## src/design/sfd_pkg.sv

```systemverilog
// Shared types and constants for the sync/length frame deframer with Fletcher checks.
`default_nettype none
package sfd_pkg;

  localparam int BYTE_W = 8;
  localparam int WORD_W = 16;
  localparam int CODE_W = 3;
  localparam int POS_W = WORD_W + 1;
  localparam int COUNTER_WIDTH = 16;

  // APB register map: one 32-bit register every four bytes.
  localparam int CFG_ADDR_W = 3;
  localparam int CFG_DATA_W = 32;
  localparam logic REG_SYNC_FIRST = 1'b0;
  localparam logic REG_SYNC_SECOND = 1'b1;

  localparam logic [BYTE_W-1:0] SYNC_FIRST_RESET = 8'hBE;
  localparam logic [BYTE_W-1:0] SYNC_SECOND_RESET = 8'hEF;

  typedef enum logic [CODE_W-1:0] {
    PH_SYNC1 = 3'd0,
    PH_SYNC2 = 3'd1,
    PH_TYPE  = 3'd2,
    PH_LEN   = 3'd3,
    PH_HCHK  = 3'd4,
    PH_DATA  = 3'd5
  } phase_t;

  typedef enum logic [CODE_W-1:0] {
    EV_NONE    = 3'd0,
    EV_SYNC    = 3'd1,
    EV_HDR_BAD = 3'd2,
    EV_PAY_BAD = 3'd3,
    EV_GOOD    = 3'd4
  } event_t;

endpackage
`default_nettype wire

```

## src/design/sfd_if.sv

```systemverilog
// Valid/ready channel interfaces for received bytes and parser results.
`default_nettype none
interface sfd_in_if;
  import sfd_pkg::*;
  logic              valid;
  logic              ready;
  logic [BYTE_W-1:0] rx_byte;

  modport source (output valid, output rx_byte, input ready);
  modport sink (input valid, input rx_byte, output ready);
endinterface

interface sfd_out_if;
  import sfd_pkg::*;
  logic              valid;
  logic              ready;
  logic              payload_valid;
  logic [BYTE_W-1:0] payload_byte;
  logic [WORD_W-1:0] payload_offset;
  logic [BYTE_W-1:0] frame_type;
  logic [WORD_W-1:0] frame_length;
  logic [CODE_W-1:0] event_code;
  logic [WORD_W-1:0] sync_error_count;
  logic [WORD_W-1:0] checksum_error_count;
  logic [WORD_W-1:0] good_frame_count;
  logic [CODE_W-1:0] parser_phase;

  modport source (
    output valid, input ready,
    output payload_valid, output payload_byte, output payload_offset,
    output frame_type, output frame_length, output event_code,
    output sync_error_count, output checksum_error_count,
    output good_frame_count, output parser_phase
  );
  modport sink (
    input valid, output ready,
    input payload_valid, input payload_byte, input payload_offset,
    input frame_type, input frame_length, input event_code,
    input sync_error_count, input checksum_error_count,
    input good_frame_count, input parser_phase
  );
endinterface
`default_nettype wire

```

## src/design/sync_frame_deframer_fletcher_unit.sv

```systemverilog
// Top level: byte-serial frame parser with Fletcher-style header and payload checks.
//
//   channel   direction  carries
//   in_ch     sink       rx_byte, one received byte per request
//   out_ch    source     one parser result per byte (payload, header, event, counters)
//   apb       slave      sync_first at 0x0, sync_second at 0x4
//
// A byte's result reaches the result register by way of the input register: the byte
// sits in the input register while the parser logic works on it, and the result register
// loads the result when it can advance. One byte per cycle is sustained while results are
// taken; the limit is the single parser state update per byte.
// Reset (rst, synchronous) returns the parser to hunting for the first sync byte,
// clears the counters and loads the default sync values.
// A stalled result register holds the parser stage, and input ready drops only when
// both stages are full and the result is not being taken.
`default_nettype none
module sync_frame_deframer_fletcher_unit (
  input  wire logic                            clk,
  input  wire logic                            rst,
  sfd_in_if.sink                               in_ch,
  sfd_out_if.source                            out_ch,
  input  wire logic                            psel,
  input  wire logic                            penable,
  input  wire logic                            pwrite,
  input  wire logic [sfd_pkg::CFG_ADDR_W-1:0]  paddr,
  input  wire logic [sfd_pkg::CFG_DATA_W-1:0]  pwdata,
  output logic      [sfd_pkg::CFG_DATA_W-1:0]  prdata,
  output logic                                 pready
);
  import sfd_pkg::*;

  logic [BYTE_W-1:0] sync_first;
  logic [BYTE_W-1:0] sync_second;

  // Input register stage.
  logic              s1_valid;
  logic [BYTE_W-1:0] s1_byte;
  logic              s1_adv;
  logic              s1_fire;

  // Parser state.
  phase_t                   phase, phase_next;
  logic [POS_W-1:0]         position, position_next;
  logic [BYTE_W-1:0]        type_reg, type_reg_next;
  logic [WORD_W-1:0]        length_reg, length_reg_next;
  logic [BYTE_W-1:0]        sum_first, sum_first_next;
  logic [BYTE_W-1:0]        sum_second, sum_second_next;
  logic [BYTE_W-1:0]        held_check_byte, held_check_byte_next;
  logic [COUNTER_WIDTH-1:0] sync_errors, sync_errors_next;
  logic [COUNTER_WIDTH-1:0] check_errors, check_errors_next;
  logic [COUNTER_WIDTH-1:0] good_frames, good_frames_next;

  logic [BYTE_W-1:0] sf_add;
  logic [BYTE_W-1:0] ss_add;
  logic              pos_zero;
  logic              in_payload;
  logic              at_check_low;
  logic              check_ok;
  logic              sync1_ok;
  logic              sync2_ok;

  logic              pv;
  logic [BYTE_W-1:0] pb;
  logic [WORD_W-1:0] poff;
  event_t            ev;

  logic              out_valid;

  // ---------------- configuration port ----------------
  assign pready = 1'b1;

  always_ff @(posedge clk) begin
    if (rst) begin
      sync_first  <= SYNC_FIRST_RESET;
      sync_second <= SYNC_SECOND_RESET;
    end else if (psel && penable && pwrite && pready) begin
      if (paddr[2] == REG_SYNC_FIRST) begin
        sync_first <= pwdata[BYTE_W-1:0];
      end else begin
        sync_second <= pwdata[BYTE_W-1:0];
      end
    end
  end

  always_comb begin
    prdata = '0;
    if (paddr[2] == REG_SYNC_FIRST) begin
      prdata[BYTE_W-1:0] = sync_first;
    end else begin
      prdata[BYTE_W-1:0] = sync_second;
    end
  end

  // ---------------- handshake ----------------
  assign s1_adv      = !out_valid || out_ch.ready;
  assign s1_fire     = s1_valid && s1_adv;
  assign in_ch.ready = !s1_valid || s1_adv;
  assign out_ch.valid = out_valid;

  always_ff @(posedge clk) begin
    if (rst) begin
      s1_valid <= 1'b0;
    end else if (in_ch.ready) begin
      s1_valid <= in_ch.valid;
    end
  end

  always_ff @(posedge clk) begin
    if (in_ch.valid && in_ch.ready) begin
      s1_byte <= in_ch.rx_byte;
    end
  end

  // ---------------- shared decode ----------------
  assign sf_add       = sum_first + s1_byte;
  assign ss_add       = sum_second + sf_add;
  assign pos_zero     = (position == '0);
  assign in_payload   = (position < {1'b0, length_reg});
  assign at_check_low = (position == {1'b0, length_reg});
  assign check_ok     = (held_check_byte == sum_first) && (s1_byte == sum_second);
  assign sync1_ok     = (s1_byte == sync_first);
  assign sync2_ok     = (s1_byte == sync_second);

  // ---------------- next phase ----------------
  always_comb begin
    phase_next = phase;
    case (phase)
      PH_SYNC1: if (sync1_ok) phase_next = PH_SYNC2;
      PH_SYNC2: phase_next = sync2_ok ? PH_TYPE : PH_SYNC1;
      PH_TYPE:  phase_next = PH_LEN;
      PH_LEN:   if (!pos_zero) phase_next = PH_HCHK;
      PH_HCHK: begin
        if (!pos_zero) phase_next = check_ok ? PH_DATA : PH_SYNC1;
      end
      PH_DATA: begin
        if (!in_payload && !at_check_low) phase_next = PH_SYNC1;
      end
      default:  phase_next = PH_SYNC1;
    endcase
  end

  // ---------------- datapath and result ----------------
  always_comb begin
    position_next        = position;
    type_reg_next        = type_reg;
    length_reg_next      = length_reg;
    sum_first_next       = sum_first;
    sum_second_next      = sum_second;
    held_check_byte_next = held_check_byte;
    sync_errors_next     = sync_errors;
    check_errors_next    = check_errors;
    good_frames_next     = good_frames;
    pv                   = 1'b0;
    pb                   = '0;
    poff                 = '0;
    ev                   = EV_NONE;
    case (phase)
      PH_SYNC1: begin
        position_next = '0;
        if (!sync1_ok) begin
          sync_errors_next = sync_errors + 1'b1;
          ev               = EV_SYNC;
        end
      end
      PH_SYNC2: begin
        if (!sync2_ok) begin
          sync_errors_next = sync_errors + 1'b1;
          ev               = EV_SYNC;
        end
      end
      PH_TYPE: begin
        // The header sums restart with the type byte.
        type_reg_next   = s1_byte;
        sum_first_next  = s1_byte;
        sum_second_next = s1_byte;
        position_next   = '0;
      end
      PH_LEN: begin
        sum_first_next  = sf_add;
        sum_second_next = ss_add;
        if (pos_zero) begin
          held_check_byte_next = s1_byte;
          position_next        = POS_W'(1);
        end else begin
          length_reg_next = {held_check_byte, s1_byte};
          position_next   = '0;
        end
      end
      PH_HCHK: begin
        if (pos_zero) begin
          held_check_byte_next = s1_byte;
          position_next        = POS_W'(1);
        end else begin
          position_next = '0;
          if (check_ok) begin
            sum_first_next  = '0;
            sum_second_next = '0;
          end else begin
            check_errors_next = check_errors + 1'b1;
            ev                = EV_HDR_BAD;
          end
        end
      end
      PH_DATA: begin
        if (in_payload) begin
          pv              = 1'b1;
          pb              = s1_byte;
          poff            = position[WORD_W-1:0];
          sum_first_next  = sf_add;
          sum_second_next = ss_add;
          position_next   = position + 1'b1;
        end else if (at_check_low) begin
          held_check_byte_next = s1_byte;
          position_next        = position + 1'b1;
        end else begin
          if (check_ok) begin
            good_frames_next = good_frames + 1'b1;
            ev               = EV_GOOD;
          end else begin
            check_errors_next = check_errors + 1'b1;
            ev                = EV_PAY_BAD;
          end
          position_next = '0;
        end
      end
      default: position_next = '0;
    endcase
  end

  always_ff @(posedge clk) begin
    if (rst) begin
      phase           <= PH_SYNC1;
      position        <= '0;
      type_reg        <= '0;
      length_reg      <= '0;
      sum_first       <= '0;
      sum_second      <= '0;
      held_check_byte <= '0;
      sync_errors     <= '0;
      check_errors    <= '0;
      good_frames     <= '0;
    end else if (s1_fire) begin
      phase           <= phase_next;
      position        <= position_next;
      type_reg        <= type_reg_next;
      length_reg      <= length_reg_next;
      sum_first       <= sum_first_next;
      sum_second      <= sum_second_next;
      held_check_byte <= held_check_byte_next;
      sync_errors     <= sync_errors_next;
      check_errors    <= check_errors_next;
      good_frames     <= good_frames_next;
    end
  end

  // ---------------- result register ----------------
  always_ff @(posedge clk) begin
    if (rst) begin
      out_valid <= 1'b0;
    end else if (s1_adv) begin
      out_valid <= s1_valid;
    end
  end

  always_ff @(posedge clk) begin
    if (s1_fire) begin
      out_ch.payload_valid        <= pv;
      out_ch.payload_byte         <= pb;
      out_ch.payload_offset       <= poff;
      out_ch.frame_type           <= type_reg_next;
      out_ch.frame_length         <= length_reg_next;
      out_ch.event_code           <= ev;
      out_ch.sync_error_count     <= WORD_W'(sync_errors_next);
      out_ch.checksum_error_count <= WORD_W'(check_errors_next);
      out_ch.good_frame_count     <= WORD_W'(good_frames_next);
      out_ch.parser_phase         <= phase_next;
    end
  end

  // ---------------- assertions ----------------
  a_payload_no_event: assert property (@(posedge clk) disable iff (rst)
    out_valid && out_ch.payload_valid |->
      out_ch.event_code == EV_NONE && out_ch.parser_phase == PH_DATA)
    else $error("payload byte reported with an event or outside the data phase");

  a_frame_end_hunts: assert property (@(posedge clk) disable iff (rst)
    out_valid && (out_ch.event_code == EV_GOOD || out_ch.event_code == EV_PAY_BAD ||
                  out_ch.event_code == EV_HDR_BAD) |-> out_ch.parser_phase == PH_SYNC1)
    else $error("frame end or header failure did not return the parser to hunting");

  a_sync_count: assert property (@(posedge clk) disable iff (rst)
    s1_fire && ev == EV_SYNC |=> sync_errors == $past(sync_errors) + 1'b1)
    else $error("sync error not counted");

  a_stall_holds_state: assert property (@(posedge clk) disable iff (rst)
    out_valid && !out_ch.ready |=> $stable(phase) && $stable(position))
    else $error("parser state moved while the result was stalled");

endmodule
`default_nettype wire

```

## src/flat_wrapper.sv

```systemverilog
// flat-port wrapper written by rule: the top's interface ports become plain ports
module sync_frame_deframer_fletcher_unit_flat import sfd_pkg::*;
  (clk, rst, psel, penable, pwrite, paddr, pwdata, prdata, pready, in_ch_valid, in_ch_rx_byte, in_ch_ready, out_ch_valid, out_ch_ready, out_ch_payload_valid, out_ch_payload_byte, out_ch_payload_offset, out_ch_frame_type, out_ch_frame_length, out_ch_event_code, out_ch_sync_error_count, out_ch_checksum_error_count, out_ch_good_frame_count, out_ch_parser_phase);
  sfd_in_if in_ch_i ();
  sfd_out_if out_ch_i ();
  input  wire logic clk;
  input  wire logic rst;
  input  wire logic psel;
  input  wire logic penable;
  input  wire logic pwrite;
  input  wire logic [sfd_pkg::CFG_ADDR_W-1:0] paddr;
  input  wire logic [sfd_pkg::CFG_DATA_W-1:0] pwdata;
  output logic      [sfd_pkg::CFG_DATA_W-1:0] prdata;
  output logic pready;
  input wire logic [$bits(in_ch_i.valid)-1:0] in_ch_valid;
  input wire logic [$bits(in_ch_i.rx_byte)-1:0] in_ch_rx_byte;
  output wire logic [$bits(in_ch_i.ready)-1:0] in_ch_ready;
  output wire logic [$bits(out_ch_i.valid)-1:0] out_ch_valid;
  input wire logic [$bits(out_ch_i.ready)-1:0] out_ch_ready;
  output wire logic [$bits(out_ch_i.payload_valid)-1:0] out_ch_payload_valid;
  output wire logic [$bits(out_ch_i.payload_byte)-1:0] out_ch_payload_byte;
  output wire logic [$bits(out_ch_i.payload_offset)-1:0] out_ch_payload_offset;
  output wire logic [$bits(out_ch_i.frame_type)-1:0] out_ch_frame_type;
  output wire logic [$bits(out_ch_i.frame_length)-1:0] out_ch_frame_length;
  output wire logic [$bits(out_ch_i.event_code)-1:0] out_ch_event_code;
  output wire logic [$bits(out_ch_i.sync_error_count)-1:0] out_ch_sync_error_count;
  output wire logic [$bits(out_ch_i.checksum_error_count)-1:0] out_ch_checksum_error_count;
  output wire logic [$bits(out_ch_i.good_frame_count)-1:0] out_ch_good_frame_count;
  output wire logic [$bits(out_ch_i.parser_phase)-1:0] out_ch_parser_phase;
  assign in_ch_i.valid = in_ch_valid;
  assign in_ch_i.rx_byte = in_ch_rx_byte;
  assign in_ch_ready = in_ch_i.ready;
  assign out_ch_valid = out_ch_i.valid;
  assign out_ch_i.ready = out_ch_ready;
  assign out_ch_payload_valid = out_ch_i.payload_valid;
  assign out_ch_payload_byte = out_ch_i.payload_byte;
  assign out_ch_payload_offset = out_ch_i.payload_offset;
  assign out_ch_frame_type = out_ch_i.frame_type;
  assign out_ch_frame_length = out_ch_i.frame_length;
  assign out_ch_event_code = out_ch_i.event_code;
  assign out_ch_sync_error_count = out_ch_i.sync_error_count;
  assign out_ch_checksum_error_count = out_ch_i.checksum_error_count;
  assign out_ch_good_frame_count = out_ch_i.good_frame_count;
  assign out_ch_parser_phase = out_ch_i.parser_phase;
  sync_frame_deframer_fletcher_unit u_core (.clk(clk), .rst(rst), .in_ch(in_ch_i), .out_ch(out_ch_i), .psel(psel), .penable(penable), .pwrite(pwrite), .paddr(paddr), .pwdata(pwdata), .prdata(prdata), .pready(pready));
endmodule
```

## config.mk

```make
export PLATFORM = sky130hd
export DESIGN_NAME = sync_frame_deframer_fletcher_unit_flat
export DESIGN_NICKNAME = d
export VERILOG_FILES = /design/src/design/sfd_pkg.sv /design/src/design/sfd_if.sv /design/src/design/sync_frame_deframer_fletcher_unit.sv /design/src/flat_wrapper.sv
export SDC_FILE = /design/constraint.sdc
export NUM_CORES = 1
export LEC_CHECK = 0
export BUFFER_PORTS_ARGS = -buffer_cell sky130_fd_sc_hd__clkbuf_2
export CORE_MARGIN = 4
export CORE_UTILIZATION = 52
export DETAILED_ROUTE_END_ITERATION = 7
export PLACE_DENSITY = 0.78
export REMOVE_ABC_BUFFERS = 1
export SETUP_SLACK_MARGIN = 0.2
export SLEW_MARGIN = 5
export SYNTH_ARGS = -nofsm -noshare
export SYNTH_HDL_FRONTEND = slang
export SYNTH_SLANG_ARGS = --single-unit
```

## constraint.sdc

```tcl
create_clock -name clk -period 6.5 [get_ports clk]
set_clock_uncertainty 0.2 [all_clocks]
set_input_delay 1.95 -clock clk [delete_from_list [all_inputs] [get_ports clk]]
set_output_delay 1.95 -clock clk [all_outputs]
set_load 0.1 [all_outputs]
```

### Yosys cells after proc, flatten, opt, wreduce, memory -nomap -nowiden

Index checks and enable logic that the tools add are counted.

| storage, ports and cells | value |
|---|---|
| flip-flop bits (word level) | 245 |
| bits of input ports | 50 |
| output and inout port bits | 138 |
| logic and storage cells | 119 |

| cells by class | value |
|---|---|
| $add $sub $neg | 6 |
| magnitude comparators | 1 |
| equal/unequal tests | 16 |
| muxes and demuxes | 46 |
| bitwise operators | 2 |
| reductions and logical operators | 23 |

Operator list:

| kind | count |
|---|---|
| 16-bit 2-to-1 mux | 12 |
| 8-bit 2-to-1 mux | 9 |
| 16-bit case mux with 2 select lines | 2 |
| 8-bit case mux with 4 select lines | 2 |
| 17-bit case mux with 3 select lines | 1 |
| 16-bit by 1-bit adder with 16-bit output, second input constant | 3 |
| 17-bit 2-to-1 mux | 2 |
| 8-bit equality test | 4 |
| 3-bit 2-to-1 mux | 9 |
| 3-bit case mux with 6 select lines | 1 |
| 17-bit by 1-bit adder with 17-bit output, second input constant | 1 |
| 17-bit by 16-bit equality test with 1-bit output | 1 |
| 17-bit zero test | 1 |
| 17-bit by 16-bit less-than comparator with 1-bit output | 1 |
| 8-bit adder | 2 |
| 8-bit case mux with 2 select lines | 1 |
| 3-bit case mux with 4 select lines | 1 |
| 5-bit AND reduction | 2 |
| 2-bit by 1-bit != test with 1-bit output, second input constant | 4 |
| 2-bit AND reduction | 4 |
| 3-bit by 2-bit equality test with 1-bit output, second input constant | 2 |
| 3-bit equality test, second input constant | 2 |
| 1-bit logical AND | 6 |
| 1-bit zero test | 4 |
| 10 further kinds | 17 |

### Logic depth before layout (Yosys ltp)

| depth | value |
|---|---|
| depth after elaboration | 6 |
| depth in mapped cells | 14 |
| mapped depth without buffers | 14 |

### Worst setup path after synthesis

No wires, ideal clock.

| path | value |
|---|---|
| path type | input port to flip-flop |
| start point | input port out_ch_ready |
| end point | register u_core.out_ch.checksum_error_count[0], enable pin |
| arrival time | 5.549 ns |
| path slack | 0.245 ns |
| cell stages on the path | 5 |
| cell sequence | nor2b_1 nand2b_1 inv_1 clkbuf_1 buf_1 |

| between the ends | value |
|---|---|
| cells in the longest elaborated chain, start to end | 2 |

RTL lines:

| item | RTL line | text |
|---|---|---|
| start: declaration | flat_wrapper.sv:19 | `input wire logic [$bits(out_ch_i.ready)-1:0] out_ch_ready;` |
| 1-bit logical OR | sync_frame_deframer_fletcher_unit.sv:95 | `assign s1_adv = !out_valid \|\| out_ch.ready;` |
| 1-bit logical AND | sync_frame_deframer_fletcher_unit.sv:96 | `assign s1_fire = s1_valid && s1_adv;` |
| net u_core.s1_fire | sync_frame_deframer_fletcher_unit.sv:39 | `logic s1_fire;` |
| end signal: assignment | sync_frame_deframer_fletcher_unit.sv:274 | `out_ch.checksum_error_count <= WORD_W'(check_errors_next);` |
| end: declaration | sfd_if.sv:32 | `output sync_error_count, output checksum_error_count,` |

The timed path passes the listed nets, and every way through them passes these cells.
A chain may end at the register's enable or synchronous reset.

### Final worst setup path

| path | value |
|---|---|
| start point | input port paddr[2] in the netlist's numbering |
| end point | output port prdata[1] in the netlist's numbering |

| between the ends | value |
|---|---|
| cells in the longest elaborated chain, start to end | 1 |

RTL lines:

| item | RTL line | text |
|---|---|---|
| start: declaration | flat_wrapper.sv:11 | `input wire logic [sfd_pkg::CFG_ADDR_W-1:0] paddr;` |
| 8-bit 2-to-1 mux | sync_frame_deframer_fletcher_unit.sv:87 | `if (paddr[2] == REG_SYNC_FIRST) begin` |
| end: declaration | flat_wrapper.sv:13 | `output logic [sfd_pkg::CFG_DATA_W-1:0] prdata;` |

Every way passes these cells.

==> results.py <==
metrics = {
    "status": {
        "status": "completed",
    },
    "timing": {
        "relSlewSlack_pct": 21.12,
        "finalHoldViolCount": 0,
        "setup_viol": 0,
        "period_share_pct": 78.66,
        "max_freq_ghz": 0.1956,
        "fin_tns_setup_ns": 0,
        "rsz0062_at_grt": "no",
        "whs_ns": 0.2536,
        "finalWorstSetupSlack_ns": 1.387,
        "final.min_clock_period_ns": 5.113,
        "worst_pin_slew_ns": 1.181,
        "maxSlewViolCount": 0,
    },
    "finish": {
        "regMostFlops": "u_core.position",
        "area_delta_synth_final_pct": 13.84,
        "nets": 1360,
        "design_area_sq_mm": 0.01364,
        "layout_commonest_cell": "nor2_1",
        "drive_above_1_share_pct": 19.10,
        "antenna_cells": 0,
        "largest_reg_flops": 17,
        "final_cell_mix": "143 x nor2_1, 135 x clkbuf_2, 134 x dfxtp_1",
    },
    "pwr": {
        "power_leakage_nw": 5.370,
        "power_density_mw_per_mm2": 277.8,
        "total_power_w": 0.003789,
        "peakVddDrop_mv": 0.2325,
    },
    "global_route": {
        "grt_pass1_wl_um": 41930,
        "grt_pass1_vias": 8364,
        "overflow": 0,
        "grt_max_degree": 71,
        "gr-usage-all-layers_pct": 19.61,
        "grt_antenna_before_repair": 0,
    },
    "worst_setup_path": {
        "critPathTopFamily": "buffers and inverters",
        "end_kind": "primary output",
        "critPathLaunchType": "input pin",
        "cp_slowest_stage_delay_ns": 0.38,
        "arrival_ns": 2.96,
        "required_ns": 4.35,
        "r2r_slack_ns": 2.55,
        "cp_common_cell": "clkbuf_2",
        "cp_max_fo": 11,
        "slowest_stage": "mux2_2",
        "worst-path-buf-inv": 2,
        "r2r-start": "u_core.s1_byte[0]",
        "reg2reg_depth": 13,
        "critical_path.cell_chain": "clkbuf_2 > mux2_2 > clkbuf_2",
        "rr_endpoint": "u_core.sum_second[7]",
        "critPathKind": "in2out",
    },
    "cts": {
        "post_cts_buffers": 0,
        "ctsResizeCount": 0,
        "cts-buffers-inserted": 26,
        "clock-sinks": 245,
        "cts_buffer_depth": 3,
        "cts_tree": "yes",
        "cts_hold_buf": 0,
        "cts_root_buf": "clkbuf_16",
        "clock_latency_ns": 0.52,
        "cts.clk_slew.worst_paths_ns": 0.06,
        "htree_levels": 1,
    },
    "floorplan": {
        "core_area_sq_mm": 0.02264,
        "die_x_um": 159.8,
        "rows": 55,
        "die_area_sq_mm": 0.02553,
        "io_pins": 188,
        "initial_core_util_pct": 52.92,
        "dieHeight_um": 159.8,
    },
    "routing": {
        "final_antenna_net_count": 0,
        "drtIter0Drc": 502,
        "firstDrtPassIters": 5,
        "drc": 0,
        "vias": 8648,
        "routed_via_density": 5.480,
        "wl_per_cell_um": 16.24,
        "routed_wl_um": 25620,
    },
    "placement": {
        "gp_congestion": 0.8324,
        "place_ws_ns": 1.389,
        "hpwl_um": 17430,
        "placed_area_sq_mm": 0.01274,
        "portBuffers": 136,
    },
    "logic_synthesis": {
        "async_flop_share_pct": 0,
        "avgSynthCellArea_sq_um": 10.33,
        "synth_seq_cells": 245,
        "seq_area_frac_synth_pct": 50.21,
        "synth_flop_cell": "dfxtp_1",
        "syn_inst": 1160,
        "ys_warn_count": 0,
        "synth.cell_area_sq_mm": 0.01198,
        "synth_edf_count": 111,
        "synth_cell_types": 66,
    },
    "flow_run": {
        "max_cap_viol_count": 0,
    },
    "worst_hold_path": {
        "holdPathStages": 2,
        "hold_path_class": "reg2reg",
        "min_to": "u_core.type_reg[1]",
        "min_from": "u_core.type_reg[1]",
    },
}
## cell families after synthesis
kind of cell,count (synthesis),synth area share (%)
and+or+nand+nor,438,18.69
muxes,49,4.480
adders and majority gates,37,3.989
xor gates and xnor gates,136,9.942
DFF,245,50.21
buffers and inverters,112,4.553
other,2,0.06268
AOI/OAI and AO/OA,141,8.072
## per-layer routing
| metal | track usage (%) | vias up | part of all wire (%) |
|---|---|---|---|
| met5 | 0 | - | 0 |
| met4 | 4.928 | 0 | 2.0 |
| met3 | 3.071 | 40 | 5.9 |
| met2 | 34.31 | 231 | 49 |
| met1 | 25.63 | 4105 | 43 |
| li1 | - | 4272 | - |
## where the power goes
part / total, W / internal (W) / switching [W]
Clock: 0.00153 / 0.000932 / 0.000600
Sequential: 0.00170 / 0.00166 / 0.0000401
Combinational: 0.000555 / 0.000104 / 0.000452
## worst min-delay path, delay by kind of cell, from the launching register on
| kind | cells | cell delay, ns |
|---|---|---|
| flops | 1 | 0.31 |
| simple gates | 1 | 0.05 |
| compound gates | 1 | 0.05 |
## per-stage QoR
step	cells	util, %
after floorplan	1102	-
after global placement	1530	56.28
after detailed placement	1530	56.28
after CTS	1578	60.24
after global routing	1578	60.24
final	1578	60.24
## cells in the mapped netlist, types with 11 or more instances
cell type / number / share of area (%)
dfxtp_1: 134 / 22
xnor2_1: 69 / 5.0
clkbuf_1: 35 / 1.1
mux2_2: 37 / 3.5
nand4_1: 19 / 0.99
inv_1: 31 / 0.97
a22oi_1: 13 / 0.81
xor2_1: 67 / 4.9
nand2_1: 95 / 3.0
nor2b_1: 17 / 0.89
edfxtp_1: 111 / 28
and3_1: 17 / 0.89
nor3_1: 22 / 0.92
nand3_1: 36 / 1.5
buf_4: 31 / 1.9
a211oi_1: 36 / 2.3
ha_1: 35 / 3.7
mux2i_1: 12 / 1.0
a21oi_1: 37 / 1.5
nor4_1: 11 / 0.57
and2_1: 26 / 1.4
nor2_1: 143 / 4.5
o21ai_0: 11 / 0.46
## final cells by class
class                      instances  area, sq um
clock buffer                      38        760.7
timing repair buffer             143        735.7
fill                            1871         9001
sequential                       245         6016
inverter                          31        118.9
clock inverter                    10        136.4
multi-input combinational        826         5515
tap                              285        356.6
## worst max-delay path by stage
| stage | start | end | slack (ns) | cells after the start |
|---|---|---|---|---|
| final | paddr[2] | prdata[1] | 1.39 | 3 |
| after global routing | out_ch_ready | in_ch_ready | 1.27 | 4 |
| after CTS | paddr[2] | prdata[1] | 1.39 | 3 |
| after detailed placement | paddr[2] | prdata[1] | 1.39 | 3 |
| after global placement | paddr[2] | prdata[4] | 1.43 | 3 |
| after floorplan | out_ch_ready | u_core.check_errors[5] | -0.88 | 6 |
(Power assumes the default switching activity.)
